$ cat config.mk
export PLATFORM = sky130hd
export DESIGN_NAME = hcb_leaf_cell
export DESIGN_NICKNAME = d
export VERILOG_FILES = /design/src/rtl/hcb_pkg.sv /design/src/rtl/hcb_leaf_cell.sv
export SDC_FILE = /design/constraint.sdc
export NUM_CORES = 1
export LEC_CHECK = 0
export BUFFER_PORTS_ARGS = -buffer_cell sky130_fd_sc_hd__buf_2
export CAP_MARGIN = 15
export CORE_MARGIN = 2
export CORE_UTILIZATION = 47
export DETAILED_ROUTE_END_ITERATION = 10
export GPL_ROUTABILITY_DRIVEN = 0
export HOLD_SLACK_MARGIN = 0.06
export PLACE_DENSITY = 0.86
export SLEW_MARGIN = 25
export SYNTH_ARGS = -nofsm -noshare
export SYNTH_HDL_FRONTEND = slang
export SYNTH_SLANG_ARGS = --single-unit
$ cat constraint.sdc
create_clock -name clk_i -period 5.2 [get_ports clk_i]
set_input_delay 1.04 -clock clk_i [delete_from_list [all_inputs] [get_ports clk_i]]
set_output_delay 1.04 -clock clk_i [all_outputs]
set_load 0.1 [all_outputs]
$ cat src/rtl/hcb_pkg.sv
// ----------------------------------------------------------------------------
// hcb_pkg
// Shared sizes, types and state codes of the Huffman code builder.
// ----------------------------------------------------------------------------
package hcb_pkg;

  localparam int MAX_SYMBOLS = 32;
  localparam int COUNT_BITS  = 24;
  localparam int SYM_W       = 8;
  localparam int CODE_W      = 31;
  localparam int LEN_W       = 5;
  localparam int NODE_DEPTH  = 2 * MAX_SYMBOLS - 1;
  localparam int NODE_IDX_W  = $clog2(NODE_DEPTH);
  localparam int LEAF_IDX_W  = $clog2(MAX_SYMBOLS);
  localparam int LEAF_CNT_W  = $clog2(MAX_SYMBOLS + 1);
  localparam int WEIGHT_W    = COUNT_BITS + $clog2(MAX_SYMBOLS);

  typedef logic [NODE_IDX_W-1:0] node_idx_t;
  typedef logic [LEAF_IDX_W-1:0] leaf_idx_t;
  typedef logic [LEAF_CNT_W-1:0] leaf_cnt_t;
  typedef logic [WEIGHT_W-1:0]   weight_t;

  // two-smallest search packet travelling along the node cells
  typedef struct packed {
    logic      go;
    logic      v1;
    node_idx_t idx1;
    weight_t   w1;
    logic      v2;
    node_idx_t idx2;
    weight_t   w2;
  } scan_t;

  // merge broadcast to every cell
  typedef struct packed {
    logic      en;
    node_idx_t left;
    node_idx_t right;
    node_idx_t parent;
    weight_t   weight;
  } merge_t;

  // code entry held by one leaf cell
  typedef struct packed {
    logic [SYM_W-1:0]  symbol;
    logic [CODE_W-1:0] code;
    logic [LEN_W-1:0]  len;
  } leaf_t;

  typedef enum logic [2:0] {
    S_LOAD,
    S_INIT,
    S_SCAN,
    S_WAIT,
    S_EMIT
  } state_e;

endpackage

$ cat src/rtl/hcb_leaf_cell.sv
// ----------------------------------------------------------------------------
// hcb_leaf_cell
// One leaf: symbol, code built bottom-up at each merge, and its current
// subtree root; shifts toward the output during emission.
// ----------------------------------------------------------------------------
module hcb_leaf_cell import hcb_pkg::*; (
  input  logic             clk_i,
  input  leaf_idx_t        cell_idx_i,
  input  logic             wr_en_i,
  input  leaf_idx_t        wr_idx_i,
  input  logic [SYM_W-1:0] wr_symbol_i,
  input  merge_t           merge_i,
  input  logic             shift_i,
  input  leaf_t            next_i,
  output leaf_t            leaf_o
);

  leaf_t     leaf_q, merged;
  node_idx_t root_q;
  logic      hit;

  // prepend one edge above the current code
  always_comb begin
    hit    = merge_i.en && ((root_q == merge_i.left) || (root_q == merge_i.right));
    merged = leaf_q;
    if ((root_q == merge_i.right) && (leaf_q.len < LEN_W'(CODE_W))) begin
      merged.code[leaf_q.len] = 1'b1;
    end
    if (leaf_q.len != '1) begin
      merged.len = leaf_q.len + LEN_W'(1);
    end
  end

  always_ff @(posedge clk_i) begin
    if (wr_en_i && (wr_idx_i == cell_idx_i)) begin
      leaf_q.symbol <= wr_symbol_i;
      leaf_q.code   <= '0;
      leaf_q.len    <= '0;
      root_q        <= node_idx_t'(cell_idx_i);
    end else if (shift_i) begin
      leaf_q <= next_i;
    end else if (hit) begin
      leaf_q <= merged;
      root_q <= merge_i.parent;
    end
  end

  assign leaf_o = leaf_q;

endmodule

==> results_dict.tcl <==
set metrics [dict create \
    skew_ns 0.00965 \
    multiInputGateArea_um2 1330 \
    port_buffers 127 \
    syn-num-nets 415 \
    r2r-start "root_q[2]" \
    fp.dieW_um 79.1 \
    cts-root-buf "clkbuf_8" \
    synth.top_cell.area_share 0.279 \
    syn_area_per_cell_um2 8.93 \
    hold_path.class "reg -> reg" \
    vias 2581 \
    cts_max_level 2 \
    status "finished clean" \
    arrival_ns 2.78 \
    async_flop_share 0 \
    period_minus_slack_ns 2.73 \
    worst_pin_slew_ns 0.874 \
    drc 0 \
    final_area_um2 3410 \
    ff_latch_area_um2 1130 \
    synth-edff-count 13 \
    gr-total-overflow 0 \
    yosys_warnings 0 \
    grt_pass1_wl_um 10700 \
    r2r_slack_ns 2.96 \
    syn-instance-count 297 \
    setup_viol 0 \
    ios 157 \
    hold_path_startpoint "leaf_o[19]" \
    endpoint_kind "flop" \
    drtAntennaViolNets 0 \
    die_height_um 79.1 \
    slew-limit-headroom 0.417 \
    area_growth_pct 28.5 \
    path_class "in -> reg" \
    syn_area_um2 2650 \
    antennaDiodeCount 0 \
    tritoncts "done" \
    core-area_um2 5470 \
    postCtsSetupRepairBufs 0 \
    first_iter_violations 148 \
    synth_top_area_cell "dfxtp_1" \
    crit_required_ns 5.25 \
    peakVddDrop_mv 0.172 \
    nets 526 \
    wl_per_cell_um 14.0 \
    grt_start_max_net_pins 54 \
    grt_use_total 0.211 \
    via_per_inst 5.37 \
    critical_path.max_fanout 50 \
    synth_seq_cells 50 \
    period_share 0.525 \
    yosysSeqAreaShare 0.426 \
    antenna_found_initial 0 \
    synth.most_common_cell "dfxtp_1" \
    clock_sinks 50 \
    firstDrtPassIters 4 \
    placedInstanceArea_um2 3290 \
    cts_resized 0 \
    ys_types 34 \
    rsz0062_at_grt "no" \
    finalHoldViolations 0 \
    grt_pass1_vias 2393 \
    fill_cells 485 \
    place_hpwl_um 4920 \
    rows 27 \
    totalWireLength_um 6740 \
    die_area_um2 6260 \
    cp-start-kind "input pin" \
    p_per_area_nw_per_um2 353 \
    cts_buffers 5 \
    ys_top_cells_by_count "37 x dfxtp_1, 22 x nor2b_1, 21 x inv_1" \
    power_w 0.00120 \
    synth_area_leaders "dfxtp_1 28%, edfxtp_1 15%, a221oi_1 5.6%" \
    max-clock-path-buffers 2 \
    startpoint "cell_idx_i[0]" \
    fmax_ghz 0.367 \
    cts.clk_slew.worst_paths_ns 0.09 \
    p_leak_nw 1.51 \
    ctsHoldBuffers 0 \
    ys.flop_type "dfxtp_1" \
    start_util 0.485 \
    fin_setup_tns_ns 0 \
    drive_gt1_frac 0.359 \
    timing.hold.ws_ns 0.528 \
    max_cap_viol_count 0 \
    clk_latency_ns 0.30 \
    slew_violations 0 \
]
cell usage in the layout (no fill, tap or decap), types with 9 or more instances in the layout:
| master | count |
|---|---|
| nor2b_1 | 22 |
| inv_1 | 21 |
| edfxtp_1 | 13 |
| a221oi_1 | 17 |
| a311oi_1 | 16 |
| nor2_1 | 19 |
| buf_2 | 127 |
| nand2_1 | 18 |
| dfxtp_1 | 37 |
| nor3_1 | 19 |
| xor2_1 | 9 |
| nand4_1 | 16 |
stage by stage:
stage,worst slack (ns),cells,utilization
after floorplan,2.62,297,-
after global placement,2.13,473,0.602
after detailed placement,2.14,473,0.602
after CTS,2.46,481,0.623
after global routing,2.29,481,0.623
final,2.47,481,0.623
power by group:
| part | switching [W] | internal (W) | leakage, nW |
|---|---|---|---|
| Sequential | 0.0000304 | 0.000439 | 0.434 |
| Combinational | 0.000363 | 0.0000940 | 1.02 |
| Clock | 0.000131 | 0.000146 | 0.0587 |
per-layer routing:
metal,part of all wire,wire length (um),global-route usage,vias to the layer above
met2,0.50,3360,0.358,92
met4,0.0085,57,0.0621,0
met1,0.43,2930,0.273,1180
met3,0.059,400,0.0386,4
met5,0,0,0,-
li1,-,-,-,1305
kinds of logic after synthesis:
kind of cell | synth area share
xor gates and xnor gates | 0.0561
AOI/OAI and AO/OA | 0.158
DFF | 0.426
adders and majority gates | 0.0236
muxes | 0.0250
buffers and inverters | 0.0712
and+or+nand+nor | 0.240
worst paths after layout:
kind	depth (start not counted)	endpoint
worst min-delay path	2	leaf_o[19]
worst max-delay path	5	root_q[1]
worst max register to register	5	root_q[1]
worst min register to register	2	leaf_o[19]
cell type report:
| type | instances | area share |
|---|---|---|
| clock inverters | 3 | 0.0140 |
| multi-input cells | 200 | 0.391 |
| flip-flops and latches | 50 | 0.332 |
| clock buffers | 5 | 0.0202 |
| inverters | 21 | 0.0231 |
| well taps | 72 | 0.0264 |
| repair buffers | 130 | 0.193 |
sequential cells by signal, indices dropped and copies added, names as in the netlist:
signal,cells
leaf_o,44
root_q,6
critical path, cell delays in order:
cell and delay (ns):
buf_2 0.11, xor2_1 0.16, nor4_1 0.24, and3_2 0.81
mux2_2 0.42
Power figures use the tool's default switching activity.
