--- src/rtl/hcb_pkg.sv ---
// ----------------------------------------------------------------------------
// hcb_pkg
// Shared sizes, types and state codes of the Huffman code builder.
// ----------------------------------------------------------------------------
package hcb_pkg;

  localparam int MAX_SYMBOLS = 32;
  localparam int COUNT_BITS  = 24;
  localparam int SYM_W       = 8;
  localparam int CODE_W      = 31;
  localparam int LEN_W       = 5;
  localparam int NODE_DEPTH  = 2 * MAX_SYMBOLS - 1;
  localparam int NODE_IDX_W  = $clog2(NODE_DEPTH);
  localparam int LEAF_IDX_W  = $clog2(MAX_SYMBOLS);
  localparam int LEAF_CNT_W  = $clog2(MAX_SYMBOLS + 1);
  localparam int WEIGHT_W    = COUNT_BITS + $clog2(MAX_SYMBOLS);

  typedef logic [NODE_IDX_W-1:0] node_idx_t;
  typedef logic [LEAF_IDX_W-1:0] leaf_idx_t;
  typedef logic [LEAF_CNT_W-1:0] leaf_cnt_t;
  typedef logic [WEIGHT_W-1:0]   weight_t;

  // two-smallest search packet travelling along the node cells
  typedef struct packed {
    logic      go;
    logic      v1;
    node_idx_t idx1;
    weight_t   w1;
    logic      v2;
    node_idx_t idx2;
    weight_t   w2;
  } scan_t;

  // merge broadcast to every cell
  typedef struct packed {
    logic      en;
    node_idx_t left;
    node_idx_t right;
    node_idx_t parent;
    weight_t   weight;
  } merge_t;

  // code entry held by one leaf cell
  typedef struct packed {
    logic [SYM_W-1:0]  symbol;
    logic [CODE_W-1:0] code;
    logic [LEN_W-1:0]  len;
  } leaf_t;

  typedef enum logic [2:0] {
    S_LOAD,
    S_INIT,
    S_SCAN,
    S_WAIT,
    S_EMIT
  } state_e;

endpackage

--- src/rtl/hcb_node_cell.sv ---
// ----------------------------------------------------------------------------
// hcb_node_cell
// One tree node: weight and linked flag, plus one stage of the
// two-smallest search chain.
// ----------------------------------------------------------------------------
module hcb_node_cell import hcb_pkg::*; (
  input  logic      clk_i,
  input  logic      rst_ni,
  input  node_idx_t cell_idx_i,
  input  logic      wr_en_i,
  input  node_idx_t wr_idx_i,
  input  weight_t   wr_weight_i,
  input  logic      clear_i,
  input  node_idx_t limit_i,
  input  merge_t    merge_i,
  input  scan_t     scan_i,
  output scan_t     scan_o
);

  weight_t weight_q;
  logic    linked_q;
  scan_t   scan_d, scan_q;
  logic    eligible;

  // weight: loaded leaf count or merged sum
  always_ff @(posedge clk_i) begin
    if (wr_en_i && (wr_idx_i == cell_idx_i)) begin
      weight_q <= wr_weight_i;
    end else if (merge_i.en && (merge_i.parent == cell_idx_i)) begin
      weight_q <= merge_i.weight;
    end
  end

  // linked flag: node already has a parent
  always_ff @(posedge clk_i or negedge rst_ni) begin
    if (!rst_ni) begin
      linked_q <= 1'b0;
    end else if (clear_i) begin
      linked_q <= 1'b0;
    end else if (merge_i.en &&
                 ((merge_i.left == cell_idx_i) || (merge_i.right == cell_idx_i))) begin
      linked_q <= 1'b1;
    end
  end

  // insert own weight into the running two smallest, earlier index wins ties
  always_comb begin
    eligible = !linked_q && (cell_idx_i < limit_i);
    scan_d   = scan_i;
    if (eligible && (!scan_i.v1 || (weight_q < scan_i.w1))) begin
      scan_d.v1   = 1'b1;
      scan_d.idx1 = cell_idx_i;
      scan_d.w1   = weight_q;
      scan_d.v2   = scan_i.v1;
      scan_d.idx2 = scan_i.idx1;
      scan_d.w2   = scan_i.w1;
    end else if (eligible && (!scan_i.v2 || (weight_q < scan_i.w2))) begin
      scan_d.v2   = 1'b1;
      scan_d.idx2 = cell_idx_i;
      scan_d.w2   = weight_q;
    end
  end

  // hand the packet to the next cell
  always_ff @(posedge clk_i or negedge rst_ni) begin
    if (!rst_ni) begin
      scan_q <= '0;
    end else begin
      scan_q <= scan_d;
    end
  end

  assign scan_o = scan_q;

endmodule

--- config.mk ---
export PLATFORM = sky130hd
export DESIGN_NAME = hcb_node_cell
export DESIGN_NICKNAME = d
export VERILOG_FILES = /design/src/rtl/hcb_pkg.sv /design/src/rtl/hcb_node_cell.sv
export SDC_FILE = /design/constraint.sdc
export NUM_CORES = 1
export LEC_CHECK = 0
export BUFFER_PORTS_ARGS = -buffer_cell sky130_fd_sc_hd__buf_2
export CORE_ASPECT_RATIO = 0.8
export CORE_MARGIN = 1.5
export CORE_UTILIZATION = 50
export CTS_BUF_LIST = sky130_fd_sc_hd__clkbuf_16
export CTS_CLUSTER_SIZE = 25
export DETAILED_ROUTE_END_ITERATION = 8
export PLACE_DENSITY = 0.81
export SETUP_SLACK_MARGIN = 0.02
export SKIP_CTS_REPAIR_TIMING = 1
export SLEW_MARGIN = 20
export SYNTH_ARGS = -nofsm -noshare
export SYNTH_HDL_FRONTEND = slang
export SYNTH_SLANG_ARGS = --single-unit
--- constraint.sdc ---
create_clock -name clk_i -period 3.59 [get_ports clk_i]
set_clock_uncertainty 0.05 [all_clocks]
set_input_delay 0.718 -clock clk_i [delete_from_list [all_inputs] [get_ports clk_i]]
set_output_delay 0.718 -clock clk_i [all_outputs]
set_load 0.005 [all_outputs]
==> reports/results.tsv <==
metric	value	unit
Data required, critical path	3.79	ns
run status	finished, final reports clean	
number of global-route vias before repair	6131	
router iterations before antenna repair	7	
net switching power	946	uW
detailed-route wire length per cell	19.2	um
sum of negative setup slack	0	ns
initial cell density of the core	51.4	%
Primary FF master, synth	sky130_fd_sc_hd__dfrtp_1	
antenna-violating nets left	0	
period utilization	80.8	%
Nets	1082	
worst slack after detailed placement	0.392	ns
Pwr Density	376	nW/um2
final period demand of the worst path	2.90	ns
instance count of the mapped netlist	617	
number of buffer cells added on primary ports	244	
Post-synth ARST share	71.8	%
Max H-tree Level	3	
sum of net half-perimeters after detailed placement	14400	um
CP cell instances	ha_1 -> nand4_1 -> or3_1 -> a2111oi_2 -> o21a_1 -> buf_4 -> o31ai_1 -> a31oi_1	
number of vias per cell after detailed routing	5.87	
Worst setup EP type	flop	
total of flip-flops plus latches after synthesis	103	
Yosys warning count	0	
final WL	19800	um
worst-path maximum fanout	27	
switching share of power	30.1	%
maximum operating frequency	345	MHz
highest ir drop seen on vdd	241	uV
worst-case headroom to the max-slew limit	32.7	%
count of inserted antenna diode cells	0	
clock-pin slew reported for the worst setup and hold paths after clock tree synthesis	0.08	ns
HP Class	in2reg	
leakage dissipation	4.02	nW
Clock Tree Root	sky130_fd_sc_hd__clkbuf_16	
total nets after synthesis	850	
Syn-to-layout area delta	26.3	%
IO Count	245	
number of clock buffers inserted by TritonCTS	9	
RSZ-0062 raised after global routing	no	
final slew viol count	0	
kind of start point of the critical path	flop	
Setup Crit Path Kind	reg2reg	
final hold viol count	0	
number of DRC markers after the initial detailed-route iteration	551	
clock sink count	103	
largest stage delay on the critical path	0.47	ns
Die Span X	132	um
pin count of the biggest net entering global routing	75	
Std-Cell Core Area	12900	um2
part of the total power dissipated in sequential elements	44.0	%
wire length of the first global-routing pass	30900	um
DRC viols	0	
antenna violations before repair	1	
CTS tree	done	
Die ar.	13900	um2
summed instance area of the synthesized netlist	6620	um2
worst skew pair latency	0.35	ns
worst-path cell with the longest stage delay	sky130_fd_sc_hd__edfxtp_1	
row count	37	
transition time of the tightest slew-check pin	1.01	ns
Remaining Overflow, GRT	0	
Clk pwr share	29.2	%
chip height	106	um
portion of total power attributed to combinational logic	26.7	%
final setup slack of the worst path	0.687	ns
fraction of layout instances using a drive strength above 1	36.7	%
gp weighted congestion	0.885	
sequential-to-total area share from yosys stat	41.1	%
total vias in the final route	6038	
Setup violations, final	0	
data arrival time at the worst-slack endpoint	3.10	ns
average cell area after synthesis	10.7	um2
Clock Tree Buf Depth	2	
Post-synth EDFFs	29	
distinct cell type count of the synthesized netlist	52	
internal cell power	2.20	mW
number of maximum-capacitance constraint violations	0	
Overall Global Routing Usage	28.2	%
## final timing paths
check                                        from                    to  slack [ns]  cells past startpoint
setup / recovery           weight_q[20]$_DFFE_PP_   scan_o[8]$_DFF_PN0_        0.69                      8
hold / removal                         scan_i[72]  scan_o[72]$_DFF_PN0_        0.43                      1
setup reg to reg           weight_q[20]$_DFFE_PP_   scan_o[8]$_DFF_PN0_        0.69                      8
hold reg to reg              linked_q$_DFFE_PN0P_  linked_q$_DFFE_PN0P_        0.48                      2
max in group asynchronous                  rst_ni  scan_o[68]$_DFF_PN0_        2.38                      1
min in group asynchronous                  rst_ni  scan_o[55]$_DFF_PN0_        0.47                      1
## cell usage in the layout, fill, tap and decap left out, types with 10 or more instances in the layout
cell and instances:
sky130_fd_sc_hd__buf_2 243, sky130_fd_sc_hd__dfrtp_1 74, sky130_fd_sc_hd__inv_1 62, sky130_fd_sc_hd__ha_1 61, sky130_fd_sc_hd__mux2_1 44, sky130_fd_sc_hd__nand4_1 43, sky130_fd_sc_hd__a31oi_1 37, sky130_fd_sc_hd__o31ai_1 36
sky130_fd_sc_hd__a211oi_1 35, sky130_fd_sc_hd__edfxtp_1 29, sky130_fd_sc_hd__a21oi_1 26, sky130_fd_sc_hd__buf_4 21, sky130_fd_sc_hd__mux2_4 20, sky130_fd_sc_hd__nand2_1 19, sky130_fd_sc_hd__xor2_1 14, sky130_fd_sc_hd__xnor2_1 10
## worst max-delay path: cells and delay by family, from the launching register on
kind	cells	cell delay [ns]
AO/OA/AOI/OAI	4	0.98
buffers and inverters	1	0.35
flip-flops	1	0.47
adder cells (fa/ha/maj)	1	0.35
AND/OR/NAND/NOR	2	0.59
## area by class of cell
class	instances	area, um2
inverters	63	236
multi-input cells	407	3510
clock inverters	7	47.5
flip-flops and latches	103	2720
well taps	175	219
clock buffers	9	225
fillers	1039	4510
repair buffers	265	1390
## synth_stat cells, drive strengths merged, types with 2 or more instances
master	count	share of area, %
or4	2	0.28
inv	63	3.6
o21ai	13	1.0
o31ai	36	4.1
and4	3	0.40
mux2	64	12
xor2	14	1.9
a211oi	35	4.0
a21o	4	0.47
nand2b	3	0.28
dfrtp	74	28
nor3	2	0.15
nand3	6	0.45
a221oi	2	0.26
o211ai	2	0.43
nand2	19	1.1
o21a	2	0.23
clkbuf	31	1.8
a21oi	27	2.2
xnor2	10	1.3
a31oi	37	3.5
nand4	43	4.1
nor4	2	0.19
nor2	7	0.51
ha	61	12
edfxtp	29	13
buf	13	1.4
## cell families (layout without fill, tap and decap cells)
family                     after synthesis  count (layout)  synth area share (%)
adders and majority gates               61              61                  11.5
DFF                                    103             103                  41.1
muxes                                   64              64                  12.0
AOI/OAI and AO/OA                      167             167                  17.6
and+or+nand+nor                         91              91                  7.79
buffers and inverters                  107             344                  6.73
xor gates and xnor gates                24              24                  3.18
## per-layer routing
layer / track usage [%] / share of wire [%] / up-vias
met5: 0 / 0 / -
met4: 11.7 / 2.1 / 0
met2: 45.8 / 48 / 335
met3: 6.44 / 9.1 / 45
met1: 36.5 / 41 / 2864
li1: - / - / 2794
## power by group through the flow
stage	registers [mW]	logic, mW	clock network, mW
floorplan	1.41	0.434	0
global placement	1.41	0.812	0
detailed placement	1.40	0.832	0
CTS	1.38	0.837	0.928
global route	1.39	0.916	0.978
finish	1.38	0.840	0.919
## stage by stage
| step | hold slack, ns | area (um2) | cells | utilization (%) | total power [mW] |
|---|---|---|---|---|---|
| 3_5_place_dp | 0.458 | 8090 | 1013 | 62.8 | 2.24 |
| 5_1_grt | 0.426 | 8360 | 1029 | 65.0 | 3.29 |
| 2_1_floorplan | 0.372 | 6620 | 617 | - | 1.85 |
| 6_report | 0.430 | 8360 | 1029 | 65.0 | 3.14 |
| 3_3_place_gp | 0.450 | 8090 | 1013 | 62.8 | 2.22 |
| 4_1_cts | 0.426 | 8360 | 1029 | 65.0 | 3.15 |
## state kept, by name, indices dropped and copies added, names as in the netlist
| register | cells |
|---|---|
| scan_o | 73 |
| weight_q | 29 |
| linked_q | 1 |
Power figures use the tool's default switching activity.
